===== config.mk =====
export PLATFORM = sky130hd
export DESIGN_NAME = dcrt_ctrl
export DESIGN_NICKNAME = d
export VERILOG_FILES = /design/src/hdl/dcrt_pkg.sv /design/src/hdl/dcrt_ctrl.sv
export SDC_FILE = /design/constraint.sdc
export NUM_CORES = 1
export LEC_CHECK = 0
export BUFFER_PORTS_ARGS = -buffer_cell sky130_fd_sc_hd__buf_2
export CORE_MARGIN = 3
export CORE_UTILIZATION = 40
export CTS_CLUSTER_DIAMETER = 50
export DETAILED_ROUTE_END_ITERATION = 12
export GPL_TIMING_DRIVEN = 0
export PLACE_DENSITY = 0.81
export SYNTH_ARGS = -nofsm -noshare
export SYNTH_HDL_FRONTEND = slang
export SYNTH_SLANG_ARGS = --single-unit
export TNS_END_PERCENT = 50

===== constraint.sdc =====
create_clock -name clock -period 1.7 [get_ports clock]
set_clock_uncertainty 0.2 [all_clocks]
set_input_delay 0.34 -clock clock [delete_from_list [all_inputs] [get_ports clock]]
set_output_delay 0.34 -clock clock [all_outputs]
set_load 0.005 [all_outputs]

===== src/hdl/dcrt_pkg.sv =====
`default_nettype none

package dcrt_pkg;

   localparam int GROUP_SLOTS = 64;
   localparam int GROUP_COUNT = 256;

   localparam int CODE_W     = 32;
   localparam int MODE_W     = 2;
   localparam int LEN_W      = 7;
   localparam int SLOT_W     = $clog2(GROUP_SLOTS);
   localparam int GRP_W      = $clog2(GROUP_COUNT);
   localparam int ADDR_W     = GRP_W + SLOT_W;
   localparam int CODE_DEPTH = GROUP_SLOTS * GROUP_COUNT;
   localparam int CSR_IDX_W  = 1;
   localparam int CSR_DATA_W = 7;

   localparam logic [SLOT_W-1:0] SLOT_MAX   = SLOT_W'(GROUP_SLOTS - 1);
   localparam logic [GRP_W-1:0]  GRP_MAX    = GRP_W'(GROUP_COUNT - 1);
   localparam logic [LEN_W-1:0]  LEN_LIMIT  = LEN_W'(GROUP_SLOTS);
   localparam logic [LEN_W-1:0]  RING_RESET = 7'd64;

   localparam logic [MODE_W-1:0] MODE_CHECK    = 2'd0;
   localparam logic [MODE_W-1:0] MODE_COMMIT   = 2'd1;
   localparam logic [MODE_W-1:0] MODE_ROLLBACK = 2'd2;

   localparam logic [CSR_IDX_W-1:0] REG_ENABLE      = 1'd0;
   localparam logic [CSR_IDX_W-1:0] REG_RING_LENGTH = 1'd1;

   typedef enum logic [2:0] {
      OP_NONE,
      OP_WIPE,
      OP_SCAN,
      OP_INSERT,
      OP_CMT_RD,
      OP_CMT_WR,
      OP_RB_RD,
      OP_RB_CLR
   } dp_op_type;

   typedef struct packed {
      dp_op_type op;
      logic      load;
      logic      grp_clr;
      logic      grp_inc;
      logic      slot_clr;
      logic      slot_inc;
   } dp_cmd_type;

   typedef struct packed {
      logic active;
      logic match;
      logic slot_end;
      logic slot_last;
      logic grp_last;
   } dp_stat_type;

endpackage

`default_nettype wire


===== src/hdl/dcrt_ctrl.sv =====
`default_nettype none

module dcrt_ctrl (
   input  wire logic                        clock,
   input  wire logic                        reset,
   input  wire logic                        start,
   output logic                             busy,
   input  wire logic [dcrt_pkg::MODE_W-1:0] req_mode,
   output logic                             rsp_valid,
   output logic                             rsp_is_duplicate,
   output logic                             rsp_inserted,
   output dcrt_pkg::dp_cmd_type             cmd,
   input  wire dcrt_pkg::dp_stat_type       stat
);
   import dcrt_pkg::*;

   typedef enum logic [3:0] {
      S_WIPE,
      S_IDLE,
      S_SCAN,
      S_INSERT,
      S_CMT_RD,
      S_CMT_WR,
      S_RB_RD,
      S_RB_CLR
   } state_type;

   state_type state_ff, state_in;
   logic      valid_ff, valid_in;
   logic      dup_ff, dup_in;
   logic      ins_ff, ins_in;

   assign busy             = (state_ff != S_IDLE);
   assign rsp_valid        = valid_ff;
   assign rsp_is_duplicate = dup_ff;
   assign rsp_inserted     = ins_ff;

   always_comb begin
      state_in = state_ff;
      valid_in = 1'b0;
      dup_in   = 1'b0;
      ins_in   = 1'b0;
      cmd      = '0;
      cmd.op   = OP_NONE;
      unique case (state_ff)
         S_WIPE: begin
            cmd.op = OP_WIPE;
            if (stat.slot_last) begin
               cmd.slot_clr = 1'b1;
               cmd.grp_inc  = 1'b1;
               if (stat.grp_last) begin
                  state_in = S_IDLE;
               end
            end else begin
               cmd.slot_inc = 1'b1;
            end
         end
         S_IDLE: begin
            if (start) begin
               cmd.load = 1'b1;
               unique case (req_mode)
                  MODE_CHECK: begin
                     if (stat.active) begin
                        cmd.slot_clr = 1'b1;
                        state_in     = S_SCAN;
                     end else begin
                        valid_in = 1'b1;
                     end
                  end
                  MODE_COMMIT: begin
                     cmd.grp_clr = 1'b1;
                     state_in    = S_CMT_RD;
                  end
                  MODE_ROLLBACK: begin
                     if (stat.active) begin
                        cmd.grp_clr  = 1'b1;
                        cmd.slot_clr = 1'b1;
                        state_in     = S_RB_RD;
                     end else begin
                        valid_in = 1'b1;
                     end
                  end
                  default: begin
                     valid_in = 1'b1;
                  end
               endcase
            end
         end
         S_SCAN: begin
            cmd.op = OP_SCAN;
            if (stat.match) begin
               valid_in = 1'b1;
               dup_in   = 1'b1;
               state_in = S_IDLE;
            end else if (stat.slot_end) begin
               state_in = S_INSERT;
            end else begin
               cmd.slot_inc = 1'b1;
            end
         end
         S_INSERT: begin
            cmd.op   = OP_INSERT;
            valid_in = 1'b1;
            ins_in   = 1'b1;
            state_in = S_IDLE;
         end
         S_CMT_RD: begin
            cmd.op   = OP_CMT_RD;
            state_in = S_CMT_WR;
         end
         S_CMT_WR: begin
            cmd.op = OP_CMT_WR;
            if (stat.grp_last) begin
               valid_in = 1'b1;
               state_in = S_IDLE;
            end else begin
               cmd.grp_inc = 1'b1;
               state_in    = S_CMT_RD;
            end
         end
         S_RB_RD: begin
            cmd.op   = OP_RB_RD;
            state_in = S_RB_CLR;
         end
         S_RB_CLR: begin
            cmd.op = OP_RB_CLR;
            if (stat.slot_last) begin
               cmd.slot_clr = 1'b1;
               if (stat.grp_last) begin
                  valid_in = 1'b1;
                  state_in = S_IDLE;
               end else begin
                  cmd.grp_inc = 1'b1;
                  state_in    = S_RB_RD;
               end
            end else begin
               cmd.slot_inc = 1'b1;
            end
         end
         default: begin
            state_in = S_IDLE;
         end
      endcase
   end

   always_ff @(posedge clock) begin
      if (reset) begin
         state_ff <= S_WIPE;
         valid_ff <= 1'b0;
         dup_ff   <= 1'b0;
         ins_ff   <= 1'b0;
      end else begin
         state_ff <= state_in;
         valid_ff <= valid_in;
         dup_ff   <= dup_in;
         ins_ff   <= ins_in;
      end
   end

   assert property (@(posedge clock) disable iff (reset)
      !(rsp_valid && rsp_is_duplicate && rsp_inserted))
      else $error("duplicate and inserted reported together");

   assert property (@(posedge clock) disable iff (reset)
      (rsp_is_duplicate || rsp_inserted) |-> rsp_valid)
      else $error("result flag without strobe");

   assert property (@(posedge clock) disable iff (reset)
      (start && !busy && req_mode == MODE_COMMIT) |=> (busy && !rsp_valid))
      else $error("commit did not start its sweep");

   assert property (@(posedge clock) disable iff (reset)
      $past(reset) |-> busy)
      else $error("store clearing pass skipped after reset");

   assert property (@(posedge clock) disable iff (reset)
      (rsp_valid && rsp_inserted) |-> ($past(state_ff) == S_INSERT))
      else $error("insert reported without write");

endmodule

`default_nettype wire

# Word-level counts from Yosys, hierarchy flattened
# Index checks and enable logic that the tools add are counted.
dict set report totals {
  rom_bits 0
  word_cells 65
  output_inout_bits 12
  inputBits 10
  ramBits 0
  memories 0
  reg_bits 7
  latchBits 0
}
dict set report classes {
  mux 36
  n_bitwise 1
  magnitude_cmp 0
  div_mod_pow 0
  eq_ne 18
  n_reduce_logical 6
  shift 0
  multipliers 0
  n_addsub 0
}
# cell count
set ops {}
lappend ops {{4-bit 2-to-1 mux} 8}
lappend ops {{4-bit case mux with 7 select lines} 1}
lappend ops {{3-bit case mux with 7 select lines} 1}
lappend ops {{4-bit by 3-bit == test with 1-bit output (second input constant)} 4}
lappend ops {{1-bit 2-to-1 mux} 13}
lappend ops {{4-bit case mux with 3 select lines} 1}
lappend ops {{3-bit != test (second input constant)} 3}
lappend ops {{4-bit by 2-bit == test with 1-bit output (second input constant)} 2}
lappend ops {{2-bit 2-to-1 mux} 4}
lappend ops {{2-bit != test (second input constant)} 4}
lappend ops {{4-bit by 1-bit != test with 1-bit output (second input constant)} 2}
lappend ops {{8-bit AND reduction} 1}
lappend ops {{3-bit 2-to-1 mux} 2}
lappend ops {{1-bit case mux with 2 select lines} 3}
lappend ops {{1-bit case mux with 3 select lines} 2}
lappend ops {{2-bit OR reduction} 3}
lappend ops {{1-bit case mux with 5 select lines} 1}
lappend ops {{4-bit by 1-bit == test with 1-bit output (second input constant)} 1}
lappend ops {{4-bit logical NOT} 1}
lappend ops {{2-bit by 1-bit == test with 1-bit output (second input constant)} 1}
lappend ops {{2-bit == test (second input constant)} 1}
lappend ops {{2-bit logical NOT} 1}
lappend ops {{1-bit NOT} 1}

# Longest topological paths before layout
dict set report depth {
  ltp_word 5
  ltp_mapped 6
  depth_no_buf 6
}

# Worst setup path after synthesis
# OpenSTA, ideal clock, no wires.
dict set report synth_timing {
  path_type {input to register}
  start {input req_mode[0] (netlist name)}
  end {register state_ff[1]}
  t_required_ns 1.385
  arrival_ns 1.487
  stages 6
  path_buffers 0
  slack_ns -0.102
  setup_ns 0.115
  path_cell_list {inv_1 -> ha_1 -> or3b_1 -> a21oi_1 -> nor4_1 -> a2111oi_0}
}
dict set report synth_between {
  elab_chain_len 4
  elab_cells_between_ends 10
  cone_classes {eq/ne: 5; mux: 3; reduce/logical: 2}
}
# element line_no
set synth_rtl {}
lappend synth_rtl {{start: declaration} dcrt_ctrl.sv:8} ;# input wire logic [dcrt_pkg::MODE_W-1:0] req_mode,
lappend synth_rtl {{2-bit == test, or another cell as far along} dcrt_ctrl.sv:61} ;# unique case (req_mode)
lappend synth_rtl {{4-bit case mux with 3 select lines} dcrt_ctrl.sv:61}
lappend synth_rtl {{4-bit 2-to-1 mux} dcrt_ctrl.sv:59} ;# if (start) begin
lappend synth_rtl {{4-bit case mux with 7 select lines} dcrt_ctrl.sv:45} ;# unique case (state_ff)
lappend synth_rtl {{end signal: assignment} dcrt_ctrl.sv:153} ;# state_ff <= state_in;
lappend synth_rtl {{end: declaration} dcrt_ctrl.sv:28} ;# state_type state_ff, state_in;
# Several ways; a longest one is shown, not always the timed one. The select of a mux whose other input is x is not followed.
# A chain may end at the register's enable or synchronous reset.

==> flow_summary_export.csv <==
group,metric,value,unit
run_status,status,"finished with violations",
route,totalWireLength,1520,um
pwr,power.clock.fraction,26.9,%
yosys,synth_top_area_share,22.8,%
place,port_buffers,21,
critical_path,max_stage_delay,0.36,ns
critical_path,cp-start-kind,"flop",
critical_path,critical_path_class,"reg2out",
route,ant_nets,0,
finish,areaGrowthSynthToFinish,66.5,%
route,via_per_inst,5.49,
yosys,yosysTopAreaCell,"dfxtp_1",
critical_path,cpMaxStageDelayCell,"dfxtp_4",
pwr,finalPower,474,uW
timing,fin_setup_tns,-0.569,ns
critical_path,cp_common_cell,"nor2_1",
pwr,seqPwrFrac,33.0,%
grt,grt_pass1_vias,573,
flow_run,drv_cap,0,
floorplan,fp.dieW,42.3,um
clocking,ctsRootBufferMaster,"clkbuf_4",
timing,whs,0.150,ns
finish,num-nets-final,117,
route,detail_route.drc_violations,0,
clocking,numCtsBuffers,3,
clocking,htree_levels,1,
pwr,switching_share,31.0,%
route,drt-initial-drc-count,13,
finish,utilization,74.9,%
timing,worst_pin_slew,0.397,ns
floorplan,die_h,42.3,um
clocking,cts_tree,"done",
pwr,ir_drop,0.542,mV
place,place_hpwl,994,um
pwr,comb_power_share,40.1,%
critical_path,path_max_fanout,7,
yosys,synthCells,70,
grt,antenna_found_initial,0,
yosys,synth_cell_types,31,
critical_path,crit_family,"flip-flops",
critical_path,end_kind,"output pin",
pwr,internal_power,327,uW
clocking,cts_hold_buf,0,
timing,rsz0062_at_grt,"yes",
critical_path,cp.arrival,1.31,ns
timing,max_freq,539,MHz
route,vias,631,
grt,grt_max_degree,11,
finish,final_area,877,um^2
yosys,postSynthAreaPerCell,7.53,um^2
yosys,netlist_area,527,um^2
yosys,yosysSeqAreaShare,22.8,%
grt,grt_pass1_wl,2330,um
floorplan,row_count,12,
yosys,ys_ff_latch,6,
yosys,synth-edff-count,0,
clocking,clkSinkCount,6,
timing,setup_slack,-0.154,ns
place,globalplace.congestion,0.821,
floorplan,initial_core_util,45.0,%
yosys,synth_nets,84,
timing,period_share,109,%
yosys,synthTopCellsByArea,"dfxtp_1 23%, ha_1 9.5%, nand2_1 7.8%, a21oi_1 4.8%, o21ai_0 4.8%",
yosys,netlist_top_cells_count,"11 x nand2_1, 6 x dfxtp_1, 5 x a21oi_1, 5 x nor2_1, 5 x o21ai_0",
timing,max-slew-margin-rel,73.3,%
yosys,synthArstFlopShare,0,%
place,place_area,658,um^2
finish,num_antenna_cells,0,
pwr,power_per_cell_area,540,nW/um^2
pwr,p_leak,0.387,nW
critical_path,critPathBufInv,2,
hold_path,hp-class,"in2reg",
floorplan,dieArea,1790,um^2
timing,setup_viol,7,
floorplan,coreArea,1170,um^2
critical_path,cp_cell_sequence,"buf_6 -> or2b_1 -> nor2_1 -> nor2_1 -> o2bb2ai_1 -> buf_2",
yosys,synth.most_common_cell,"nand2_1",
run_status,violations,"setup timing",
timing,period_minus_slack,1.85,ns
finish,n_fill_cell,91,
grt,overflow,0,
route,dr.pass1.iters,4,
timing,final_hold_viol_count,0,
yosys,synth_top_flop_cell,"dfxtp_1",
floorplan,io_pins,22,
yosys,yosysWarnings,0,
clocking,clk_pin_slew,0.04,ns
clocking,insertion_delay,0.24,ns
timing,slew_violations,0,
pwr,p_switching,147,uW
grt,grt_usage,16.7,%
route,wire_per_inst,13.2,um
finish,drive_gt1_share,53.5,%
critical_path,cp_data_required_time,1.16,ns
clocking,clockBufferDepth,2,
==> final timing paths <==
| kind | startpoint | end | slack (ns) | depth (start not counted) |
|---|---|---|---|---|
| hold reg to reg | state_ff[1]$_SDFFE_PP0P_ | rsp_inserted$_SDFF_PP0_ | 0.44 | 3 |
| hold / removal | reset | state_ff[0]$_SDFFE_PP0P_ | 0.15 | 2 |
| setup reg to reg | state_ff[1]$_SDFFE_PP0P_ | state_ff[0]$_SDFFE_PP0P_ | 0.05 | 5 |
| setup / recovery | state_ff[0]$_SDFFE_PP0P_ | cmd[2] | -0.15 | 6 |
==> registers in the layout (all words and copies together) (netlist names) <==
| signal | cells |
|---|---|
| rsp_inserted | 1 |
| rsp_is_duplicate | 1 |
| rsp_valid | 1 |
| state_ff | 3 |
==> worst register-to-register path, stage by stage, from the launching register on <==
cell and delay, ns:
dfxtp_2 0.34, and4b_4 0.21, a211oi_2 0.23, inv_2 0.08, o21ba_1 0.20, a2111oi_2 0.28
==> area by class of cell <==
class / count / area [um^2] / share of cell area [%]
inverter: 3 / 21.3 / 2.43
clock buffer: 3 / 22.5 / 2.57
sequential: 6 / 126 / 14.4
timing repair buffer: 28 / 189 / 21.5
multi-input combinational: 56 / 459 / 52.4
buffer: 5 / 41.3 / 4.71
tap: 14 / 17.5 / 2.00
==> per-layer routing <==
metal / global-route usage [%] / wire length (um)
met1: 18.7 / 616
met2: 28.0 / 774
met3: 8.58 / 118
met4: 3.73 / 8
met5: 0 / 0
==> power groups by stage <==
stage	Sequential, mW	Clock, mW	Combinational (mW)
final	0.156	0.127	0.190
after global routing	0.157	0.150	0.209
after CTS	0.154	0.135	0.153
after detailed placement	0.156	0	0.131
after global placement	0.156	0	0.129
after floorplan	0.155	0	0.0822
==> cell families (layout without fill, tap and decap cells) <==
logic type,after synthesis,after routing,share of synthesized area (%)
AO/OA/AOI/OAI,18,18,24.7
XOR/XNOR,1,1,1.66
adder cells (fa/ha/maj),4,4,9.50
buffers and inverters,8,39,6.89
flip-flops,6,6,22.8
AND/OR/NAND/NOR,33,33,34.4
==> stage by stage <==
stage          std cells  setup slack [ns]
2_1_floorplan         70           -0.0624
3_3_place_gp         105            -0.345
3_5_place_dp         105            -0.372
4_1_cts              113            -0.181
5_1_grt              115            -0.243
6_report             115            -0.154
==> repair_timing <==
item / 4_1_cts / 5_1_grt
resized for setup: 8 / 33
pin swaps: 4 / 10
endpoints found under the setup margin: 7 / 10
setup buffers: 5 / 2
==> layout by cell type (no fill, tap or decap), drive strengths merged, types with 4 or more instances in the layout <==
cell type,synthesis,final
dfxtp,6,6
nand2,11,11
buf,3,31
a21oi,5,5
ha,4,4
nor2,5,5
o21ai,5,5
clkbuf,2,5
Note: power is estimated with default switching activity, not from simulation.
